==> config.mk <==
export PLATFORM = sky130hd
export DESIGN_NAME = current_pulse_monitor_unit
export DESIGN_NICKNAME = d
export VERILOG_FILES = /design/src/cpm_pkg.sv /design/src/current_pulse_monitor_unit.sv /design/src/cpm_glitch.sv /design/src/cpm_ramp.sv /design/src/cpm_zone.sv
export SDC_FILE = /design/constraint.sdc
export NUM_CORES = 1
export LEC_CHECK = 0
export ABC_CLOCK_PERIOD_IN_PS = 34700
export BUFFER_PORTS_ARGS = -buffer_cell sky130_fd_sc_hd__buf_2
export CORE_MARGIN = 10
export CORE_UTILIZATION = 41
export DETAILED_ROUTE_END_ITERATION = 6
export PLACE_DENSITY = 0.57
export REMOVE_ABC_BUFFERS = 1
export SYNTH_ARGS = -nofsm -noshare
export SYNTH_HDL_FRONTEND = slang
export SYNTH_HIERARCHICAL = 1
export SYNTH_SLANG_ARGS = --single-unit
==> constraint.sdc <==
create_clock -name clk -period 34.7 [get_ports clk]
set_input_delay 3.47 -clock clk [delete_from_list [all_inputs] [get_ports clk]]
set_output_delay 3.47 -clock clk [all_outputs]
set_load 0.005 [all_outputs]
==> src/cpm_pkg.sv <==
`timescale 1ns / 1ps
// Shared types and codes of the current pulse monitor.
package cpm_pkg;

	localparam int unsigned CurWidth  = 16;
	localparam int unsigned TimeWidth = 32;
	localparam int unsigned CfgIdxWidth = 3;

	typedef logic [CurWidth-1:0]    cur_t;
	typedef logic [TimeWidth-1:0]   tstamp_t;
	typedef logic [1:0]             zone_t;
	typedef logic [CfgIdxWidth-1:0] cfg_idx_t;

	localparam zone_t ZONE_OK      = 2'd0;
	localparam zone_t ZONE_WARN    = 2'd1;
	localparam zone_t ZONE_INVALID = 2'd2;
	localparam zone_t ZONE_NONE    = 2'd3;

	localparam cfg_idx_t REG_NOMINAL     = 3'd0;
	localparam cfg_idx_t REG_MAX_GAP     = 3'd1;
	localparam cfg_idx_t REG_RAMP_START  = 3'd2;
	localparam cfg_idx_t REG_RAMP_WINDOW = 3'd3;
	localparam cfg_idx_t REG_RAMP_TARGET = 3'd4;
	localparam cfg_idx_t REG_WARN_LEVEL  = 3'd5;
	localparam cfg_idx_t REG_FAIL_LEVEL  = 3'd6;
	localparam cfg_idx_t REG_MAX_INVALID = 3'd7;

	typedef struct packed {
		logic    started;
		logic    reached;
		logic    failed;
		cur_t    peak;
		tstamp_t deadline;
	} ramp_status_t;

	typedef struct packed {
		zone_t   zone;
		tstamp_t ok_time;
		tstamp_t warn_time;
		tstamp_t invalid_time;
		logic    timeout;
	} zone_status_t;

endpackage

==> src/current_pulse_monitor_unit.sv <==
`timescale 1ns / 1ps
// Current pulse monitor: top level with config registers, input and result registers.
// Flow: an accepted sample is registered in the input register (stage 1) and moves on to
// the result register (stage 2), which raises out_valid, once that register is free.
// Throughput: one sample per cycle unless the output stalls; glitch, ramp and zone
// update combinationally between the registers; the input stalls only while both are full.
// Reset: arst_n clears monitor state, config (invalid-time limit 65535) and valid flags.
module current_pulse_monitor_unit import cpm_pkg::*; (
	input  logic              clk,
	input  logic              arst_n,

	input  logic              cfg_we,
	input  cfg_idx_t          cfg_index,
	input  logic [15:0]       cfg_data,

	input  logic              in_valid,
	output logic              in_stall,
	input  logic [15:0]       current_ma,
	input  logic [31:0]       time_ms,

	output logic              out_valid,
	input  logic              out_stall,
	output logic [15:0]       effective_ma,
	output logic [1:0]        zone,
	output logic [31:0]       ok_time_ms,
	output logic [31:0]       warn_time_ms,
	output logic [31:0]       invalid_time_ms,
	output logic [15:0]       peak_ma,
	output logic              ramp_started,
	output logic              ramp_reached,
	output logic              ramp_failed,
	output logic              invalid_timeout
);

	// Configuration registers
	cur_t nominal_q;
	cur_t max_gap_q;
	cur_t ramp_start_q;
	cur_t ramp_window_q;
	cur_t ramp_target_q;
	cur_t warn_level_q;
	cur_t fail_level_q;
	cur_t max_invalid_q;

	always_ff @(posedge clk or negedge arst_n) begin
		if (!arst_n) begin
			nominal_q     <= '0;
			max_gap_q     <= '0;
			ramp_start_q  <= '0;
			ramp_window_q <= '0;
			ramp_target_q <= '0;
			warn_level_q  <= '0;
			fail_level_q  <= '0;
			max_invalid_q <= '1;
		end else if (cfg_we) begin
			unique case (cfg_index)
				REG_NOMINAL:     nominal_q     <= cfg_data;
				REG_MAX_GAP:     max_gap_q     <= cfg_data;
				REG_RAMP_START:  ramp_start_q  <= cfg_data;
				REG_RAMP_WINDOW: ramp_window_q <= cfg_data;
				REG_RAMP_TARGET: ramp_target_q <= cfg_data;
				REG_WARN_LEVEL:  warn_level_q  <= cfg_data;
				REG_FAIL_LEVEL:  fail_level_q  <= cfg_data;
				REG_MAX_INVALID: max_invalid_q <= cfg_data;
				default: ;
			endcase
		end
	end

	// Input register (stage 1) and flow control.
	// Stage 1 advances whenever the result register is empty or being taken;
	// the input stalls only while stage 1 holds a transaction that cannot advance.
	logic    valid_s1;
	cur_t    current_s1;
	tstamp_t time_s1;
	logic    valid_s2;
	logic    out_free;
	logic    advance_s1;
	logic    in_take;

	assign out_free   = !valid_s2 || !out_stall;
	assign advance_s1 = valid_s1 && out_free;
	assign in_stall   = valid_s1 && !out_free;
	assign in_take    = in_valid && !in_stall;

	always_ff @(posedge clk or negedge arst_n) begin
		if (!arst_n) begin
			valid_s1 <= 1'b0;
		end else if (in_take) begin
			valid_s1 <= 1'b1;
		end else if (advance_s1) begin
			valid_s1 <= 1'b0;
		end
	end

	always_ff @(posedge clk) begin
		if (in_take) begin
			current_s1 <= current_ma;
			time_s1    <= time_ms;
		end
	end

	// Per-sample update: glitch hold, then ramp, then zone accounting
	cur_t         eff;
	ramp_status_t ramp_st;
	zone_status_t zone_st;

	cpm_glitch u_glitch (
		.clk     (clk),
		.arst_n  (arst_n),
		.step    (advance_s1),
		.cur     (current_s1),
		.t       (time_s1),
		.nominal (nominal_q),
		.max_gap (max_gap_q),
		.eff     (eff)
	);

	cpm_ramp u_ramp (
		.clk         (clk),
		.arst_n      (arst_n),
		.step        (advance_s1),
		.cur         (current_s1),
		.t           (time_s1),
		.start_level (ramp_start_q),
		.window      (ramp_window_q),
		.target      (ramp_target_q),
		.status      (ramp_st)
	);

	cpm_zone u_zone (
		.clk         (clk),
		.arst_n      (arst_n),
		.step        (advance_s1),
		.eff         (eff),
		.t           (time_s1),
		.deadline    (ramp_st.deadline),
		.warn_level  (warn_level_q),
		.fail_level  (fail_level_q),
		.max_invalid (max_invalid_q),
		.status      (zone_st)
	);

	// Result register (stage 2): hold while stalled, drop valid once taken
	cur_t         eff_s2;
	ramp_status_t ramp_s2;
	zone_status_t zone_s2;

	always_ff @(posedge clk or negedge arst_n) begin
		if (!arst_n) begin
			valid_s2 <= 1'b0;
		end else if (advance_s1) begin
			valid_s2 <= 1'b1;
		end else if (!out_stall) begin
			valid_s2 <= 1'b0;
		end
	end

	always_ff @(posedge clk) begin
		if (advance_s1) begin
			eff_s2  <= eff;
			ramp_s2 <= ramp_st;
			zone_s2 <= zone_st;
		end
	end

	assign out_valid       = valid_s2;
	assign effective_ma    = eff_s2;
	assign zone            = zone_s2.zone;
	assign ok_time_ms      = zone_s2.ok_time;
	assign warn_time_ms    = zone_s2.warn_time;
	assign invalid_time_ms = zone_s2.invalid_time;
	assign invalid_timeout = zone_s2.timeout;
	assign peak_ma         = ramp_s2.peak;
	assign ramp_started    = ramp_s2.started;
	assign ramp_reached    = ramp_s2.reached;
	assign ramp_failed     = ramp_s2.failed;

	// Checks
	a_stall_needs_item: assert property (@(posedge clk) disable iff (!arst_n)
		in_stall |-> (valid_s1 && valid_s2))
		else $error("input stalled without a transaction blocked in stage 1");

	a_ramp_exclusive: assert property (@(posedge clk) disable iff (!arst_n)
		out_valid |-> !(ramp_failed && ramp_reached))
		else $error("ramp reported both reached and failed");

	a_peak_after_start: assert property (@(posedge clk) disable iff (!arst_n)
		(out_valid && (peak_ma != '0)) |-> ramp_started)
		else $error("window peak recorded before ramp start");

endmodule

==> src/cpm_glitch.sv <==
`timescale 1ns / 1ps
// Glitch filter: holds the last good current through a short dip below nominal.
module cpm_glitch import cpm_pkg::*; (
	input  logic    clk,
	input  logic    arst_n,
	input  logic    step,
	input  cur_t    cur,
	input  tstamp_t t,
	input  cur_t    nominal,
	input  cur_t    max_gap,
	output cur_t    eff
);

	tstamp_t last_time_q;
	cur_t    last_current_q;
	logic    dip_active_q;
	tstamp_t dip_start_q;
	cur_t    held_current_q;

	logic    below;
	logic    dip_new;
	tstamp_t start_n;
	cur_t    held_n;
	tstamp_t dip_len;

	always_comb begin
		below   = cur < nominal;
		dip_new = below && !dip_active_q;
		start_n = dip_new ? last_time_q : dip_start_q;
		held_n  = dip_new ? last_current_q : held_current_q;
		dip_len = t - start_n;
		eff     = (below && (dip_len < {{(TimeWidth-CurWidth){1'b0}}, max_gap})) ? held_n : cur;
	end

	always_ff @(posedge clk or negedge arst_n) begin
		if (!arst_n) begin
			last_time_q    <= '0;
			last_current_q <= '0;
			dip_active_q   <= 1'b0;
			dip_start_q    <= '0;
			held_current_q <= '0;
		end else if (step) begin
			last_time_q    <= t;
			last_current_q <= cur;
			dip_active_q   <= below;
			dip_start_q    <= start_n;
			held_current_q <= held_n;
		end
	end

endmodule

==> src/cpm_ramp.sv <==
`timescale 1ns / 1ps
// Ramp detector: start, window peak, target reached and deadline.
module cpm_ramp import cpm_pkg::*; (
	input  logic         clk,
	input  logic         arst_n,
	input  logic         step,
	input  cur_t         cur,
	input  tstamp_t      t,
	input  cur_t         start_level,
	input  cur_t         window,
	input  cur_t         target,
	output ramp_status_t status
);

	logic    on_q;
	tstamp_t deadline_q;
	logic    hit_q;
	logic    done_q;
	cur_t    peak_q;

	logic    start_now;
	logic    on_n;
	tstamp_t deadline_n;
	logic    active;
	cur_t    peak_n;
	logic    hit_n;
	logic    done_n;

	always_comb begin
		start_now  = !on_q && (cur > start_level);
		on_n       = on_q || start_now;
		deadline_n = start_now ? (t + {{(TimeWidth-CurWidth){1'b0}}, window}) : deadline_q;
		active     = on_n && !done_q;
		peak_n     = (active && (t <= deadline_n) && (cur > peak_q)) ? cur : peak_q;
		hit_n      = hit_q || (active && (cur >= target));
		done_n     = done_q || (active && (t >= deadline_n));

		status.started  = on_n;
		status.reached  = hit_n;
		status.failed   = on_n && done_n && !hit_n;
		status.peak     = peak_n;
		status.deadline = deadline_n;
	end

	always_ff @(posedge clk or negedge arst_n) begin
		if (!arst_n) begin
			on_q       <= 1'b0;
			deadline_q <= '1;
			hit_q      <= 1'b0;
			done_q     <= 1'b0;
			peak_q     <= '0;
		end else if (step) begin
			on_q       <= on_n;
			deadline_q <= deadline_n;
			hit_q      <= hit_n;
			done_q     <= done_n;
			peak_q     <= peak_n;
		end
	end

endmodule

==> src/cpm_zone.sv <==
`timescale 1ns / 1ps
// Zone classifier with saturating time accumulators and invalid-time timeout.
module cpm_zone import cpm_pkg::*; (
	input  logic         clk,
	input  logic         arst_n,
	input  logic         step,
	input  cur_t         eff,
	input  tstamp_t      t,
	input  tstamp_t      deadline,
	input  cur_t         warn_level,
	input  cur_t         fail_level,
	input  cur_t         max_invalid,
	output zone_status_t status
);

	logic    started_q;
	tstamp_t prev_time_q;
	tstamp_t ok_q;
	tstamp_t warn_q;
	tstamp_t invalid_q;
	logic    timeout_q;

	logic              classify;
	tstamp_t           prev;
	tstamp_t           dt;
	zone_t             zone;
	tstamp_t           acc_sel;
	logic [TimeWidth:0] sum;
	tstamp_t           acc_new;
	tstamp_t           ok_n;
	tstamp_t           warn_n;
	tstamp_t           invalid_n;
	logic              timeout_n;

	always_comb begin
		classify = t >= deadline;
		prev     = started_q ? prev_time_q : t;
		dt       = t - prev;

		if (!classify) begin
			zone = ZONE_NONE;
		end else if ((fail_level != '0) && (eff < fail_level)) begin
			zone = ZONE_INVALID;
		end else if ((warn_level != '0) && (eff < warn_level)) begin
			zone = ZONE_WARN;
		end else begin
			zone = ZONE_OK;
		end

		case (zone)
			ZONE_INVALID: acc_sel = invalid_q;
			ZONE_WARN:    acc_sel = warn_q;
			default:      acc_sel = ok_q;
		endcase
		sum     = {1'b0, acc_sel} + {1'b0, dt};
		acc_new = sum[TimeWidth] ? '1 : sum[TimeWidth-1:0];

		// a zero step leaves acc_new equal to the accumulator, so no extra test
		ok_n      = (zone == ZONE_OK)      ? acc_new : ok_q;
		warn_n    = (zone == ZONE_WARN)    ? acc_new : warn_q;
		invalid_n = (zone == ZONE_INVALID) ? acc_new : invalid_q;
		timeout_n = timeout_q ||
			(invalid_n > {{(TimeWidth-CurWidth){1'b0}}, max_invalid});

		status.zone         = zone;
		status.ok_time      = ok_n;
		status.warn_time    = warn_n;
		status.invalid_time = invalid_n;
		status.timeout      = timeout_n;
	end

	always_ff @(posedge clk or negedge arst_n) begin
		if (!arst_n) begin
			started_q   <= 1'b0;
			prev_time_q <= '0;
			ok_q        <= '0;
			warn_q      <= '0;
			invalid_q   <= '0;
			timeout_q   <= 1'b0;
		end else if (step) begin
			if (classify) begin
				started_q   <= 1'b1;
				prev_time_q <= t;
			end
			ok_q      <= ok_n;
			warn_q    <= warn_n;
			invalid_q <= invalid_n;
			timeout_q <= timeout_n;
		end
	end

endmodule
== Yosys cells after proc, flatten, opt, wreduce, memory -nomap -nowiden ==
Index checks and enable logic that the tools add are counted.
Word-level totals
  input bits: 72
  logic and storage cells: 122
  output and inout port bits: 136
  register bits after elaboration: 590
Operators by class
  order comparisons: 10
  eq/ne operators: 10
  reduce and logical (&&, ||, !) cells: 42
  $add $sub $neg: 4
  muxes and demuxes: 18
Operators by type and width (count)
  $mux 32: 7
  $pmux 32 s2: 1
  $sub 32x32->32: 2
  $lt 16x16->1: 3
  $mux 16: 3
  $add 32x32->33: 1
  $add 32x16->32: 1
  $ge 32x32->1: 1
  $gt 16x16->1: 2
  $gt 32x16->1: 1
  $le 32x32->1: 1
  $lt 32x16->1: 1
  $reduce_bool 16->1: 2
  $reduce_and 2->1: 9
  $ge 16x16->1: 1
  $logic_and 1x1->1: 15
  $eq 3x3->1 const B: 4
  $logic_not 1->1: 8
  $eq 3x2->1 const B: 2
  $logic_or 1x1->1: 5
  $mux 1: 5
  $mux 2: 2
  $eq 3x1->1 const B: 1
  $logic_not 3->1: 1
  5 further kinds: 5

== Depth between registers and ports, before layout ==
  depth after elaboration: 19
  depth in mapped cells: 78
  depth with buffers taken out: 69

== By module ==
Netlist, hierarchy kept.
Modules (own cells, without submodules)
  cpm_zone: seq. area each 3253.1 sq um, times used 1, cells an instance 1458, area each 12406.9 sq um
  current_pulse_monitor_unit: seq. area each 8738.4 sq um, times used 1, cells an instance 469, area each 10488.8 sq um
  cpm_glitch: seq. area each 2427.3 sq um, times used 1, cells an instance 838, area each 7712.4 sq um
  cpm_ramp: seq. area each 1316.3 sq um, times used 1, cells an instance 645, area each 5861.9 sq um

== Worst setup path after synthesis ==
Ideal clock, no wire load.
  path type: input -> register
  start point: in out_stall
  end point: reg u_ramp.deadline_q[15]
  path slack: 18.245 ns
  stages on the path: 4
  data required time: 34.618 ns
  path buffers: 1
  arrival: 16.372 ns
  setup time: 0.082 ns
  cell sequence: a21boi_0 nand4b_2 buf_2 mux2_2
Between the ends
  word-level cells in the longest chain between the ends: 3
RTL lines
  from (decl): line current_pulse_monitor_unit.sv:22  | input logic out_stall,
  $logic_not 1->1
  $logic_or 1x1->1: line current_pulse_monitor_unit.sv:81  | assign out_free = !valid_s2 || !out_stall;
  $logic_and 1x1->1: line current_pulse_monitor_unit.sv:82  | assign advance_s1 = valid_s1 && out_free;
  to (signal assigned): line cpm_ramp.sv:54  | deadline_q <= deadline_n;
  to (decl): line cpm_ramp.sv:16  | tstamp_t deadline_q;
No other way between the ends.
A chain may end at the register's enable or synchronous reset.

==> run metrics <==
Hold Vio Cnt, Final 0; port buffer count 207; cts repair resizes 0; Setup CP Type register to register; Post-synth EDFFs 182; Req. time, crit path 35.05 ns; Final Util 0.463; skew final 0.0322 ns; Final Net Count 3938; initial core utilization 0.413; Die Span Y 318 µm; Inst Count DP 4658; DR DRC count 0; GRT overflow 0; Startpoint Class register; status completed; max cap viols 0; ys flop type dfrtp_1; final WL 97.6 mm; pwr/cell area 116 nW/µm²; Largest stage delay, worst path 0.71 ns; # diodes 0; post-synthesis simple-gate area fraction 0.106; CTS Buf Count 69; pre-CTS WS 17.55 ns; crit end category register; pin count of the biggest net entering global routing 154; die footprint 101000 µm²; DR iter-0 viols 2087; hpwl dp 70.4 mm; yosys synthesis warning count 6; Post-synth ARST share 0.692; highest clock rate 0.0579 GHz; Hold Path Class register to register; Worst slew margin 0.227; Hold Buf Count CTS 0; CP max FO 81; layout cells sized above 1 0.230; worst-path cell with the longest stage delay a2111oi_0; drt wl/cell 20.4 µm; via count 26300; Critical Path AT 17.63 ns; Synth Register Bits 590; Seq/Total Area, Yosys 0.431; initial antenna violation count 5; FP Rows 109; placed cell area 38500 µm²; non-filler cells, final 4786; # IOs 208; most frequent cells in the layout dfrtp_1 (359), mux2_2 (342), a21oi_1 (302); Tightest Pin Transition 1.16 ns; RSZ-0062 raised after global routing false; design area 40900 µm²; Syn Inst Count 3410; clk buf depth 3; clk root buf clkbuf_16; post-DR vias/cell 5.49; DRT antenna net count 0; Yosys cell types 111; Die X 318 µm; mux contribution to synthesized area 0.144; clk sink count 590; Clock transition at path regs 0.06 ns; first-pass GRT wire length 153 mm; Layout area overhead 12.1%; vias in the first global route 26000; CTS tree done; worst skew pair latency 0.63 ns; post-synthesis compound-gate area fraction 0.146; most common cell after layout, fill and taps aside dfrtp_1; Tcrit/Tclk final 0.498; adder-cell share of the synthesized area 0.105; setup repair bufs after CTS 0; largest family of logic cells by synthesized area compound AO/OA/AOI/OAI gates; Post-Syn Area 36500 µm²; GPL Wtd Cong 0.882; LEAKAGE 17.8 nW; Core Area 88400 µm²; Final min period 17.28 ns; layout filler cell count 8332; Syn Area/Cell 10.7 µm²; H-tree lvl count 3; Total Power 0.00474 W; Final setup viols 0; Synth Area in XOR/XNOR 0.0228; VDD IR-drop max 0.0798 mV; Pins Over Slew Limit 0; all-layer global routing usage 0.188; slack of the critical path 17.42 ns; drt pass-1 iters 5
## layout make-up
type	instances	area (µm²)	area share
clock buffers	91	1960	0.0480
clock inverters	37	438	0.0107
inverters	221	830	0.0203
multi-input cells	2449	19200	0.470
flip-flops and latches	590	15700	0.385
well taps	1165	1460	0.0356
repair buffers	233	1250	0.0307
## per-stage QoR
stage / hold slack, ns / TNS [ns]
after detailed placement: 0.438 / 0
after global placement: 0.431 / 0
after CTS: 0.451 / 0
final: 0.448 / 0
after floorplan: 0.420 / -199.72
after global routing: 0.472 / 0
## kinds of logic after synthesis
logic type,count (synthesis)
AOI/OAI and AO/OA,809
xor gates and xnor gates,95
adders and majority gates,305
buffers and inverters,371
DFF,590
muxes,464
and+or+nand+nor,776
## final timing paths
kind,from,endpoint,slack [ns],cells after the start
worst max-delay path,current_s1[6]$_DFFE_PP_,invalid_timeout$_DFFE_PP_,17.42,62
max in group asynchronous,arst_n,u_glitch/held_current_q[10]$_DFFE_PN0P_,29.70,3
worst max register to register,current_s1[6]$_DFFE_PP_,invalid_timeout$_DFFE_PP_,17.42,62
worst min register to register,u_ramp/hit_q$_DFFE_PN0P_,u_ramp/hit_q$_DFFE_PN0P_,0.45,1
worst min-delay path,u_ramp/hit_q$_DFFE_PN0P_,u_ramp/hit_q$_DFFE_PN0P_,0.45,1
min in group asynchronous,arst_n,u_zone/ok_q[1]$_DFFE_PN0P_,2.81,1
## critical path: cells and delay by family, from the launching register on
kind / cells / cell delay [ns]
adder cells (fa/ha/maj): 8 / 2.73
AO/OA/AOI/OAI: 31 / 8.34
XOR/XNOR: 1 / 0.14
AND/OR/NAND/NOR: 17 / 3.24
flip-flops: 1 / 0.56
buffers and inverters: 2 / 0.93
multiplexers: 3 / 0.96
## flip-flops by register name, summed over array words and instances, names as in the netlist, 32 cells and up
name / count
invalid_time_ms: 32
ok_time_ms: 32
time_s1: 32
u_glitch/dip_start_q: 32
u_glitch/last_time_q: 32
u_ramp/deadline_q: 32
u_zone/invalid_q: 32
u_zone/ok_q: 32
u_zone/prev_time_q: 32
u_zone/warn_q: 32
warn_time_ms: 32
## layer usage
layer	part of all wire	wire length, µm	global-route usage	up-vias
met5	0	0	0	-
met4	0.021	2020	0.0476	0
met3	0.055	5340	0.0362	115
met2	0.45	43600	0.295	612
met1	0.48	46600	0.263	12800
li1	-	-	-	12800
## cells in the mapped netlist, drive strengths merged (36+ instances only)
cell type / instances / area share
nand2b: 36 / 0.0062
a21oi: 303 / 0.042
a21o: 84 / 0.017
mux2: 387 / 0.12
dfrtp: 360 / 0.25
edfxtp: 182 / 0.15
nand3: 43 / 0.0060
o21ai: 126 / 0.018
nor3: 41 / 0.0062
xnor2: 64 / 0.015
nand2: 183 / 0.019
nand4: 46 / 0.0086
nor2: 266 / 0.027
o21a: 41 / 0.0084
mux2i: 77 / 0.021
clkbuf: 85 / 0.0088
dfstp: 48 / 0.035
inv: 220 / 0.023
ha: 298 / 0.10
buf: 65 / 0.012
## power by group
group / switching, W / internal (W) / total [W] / leakage [nW]
clock: 0.000309 / 0.000456 / 0.000765 / 1.17
combinational: 0.00170 / 0.00111 / 0.00281 / 10.3
sequential: 0.000150 / 0.00102 / 0.00117 / 6.36
No activity file was read; power rests on OpenSTA's default activity.
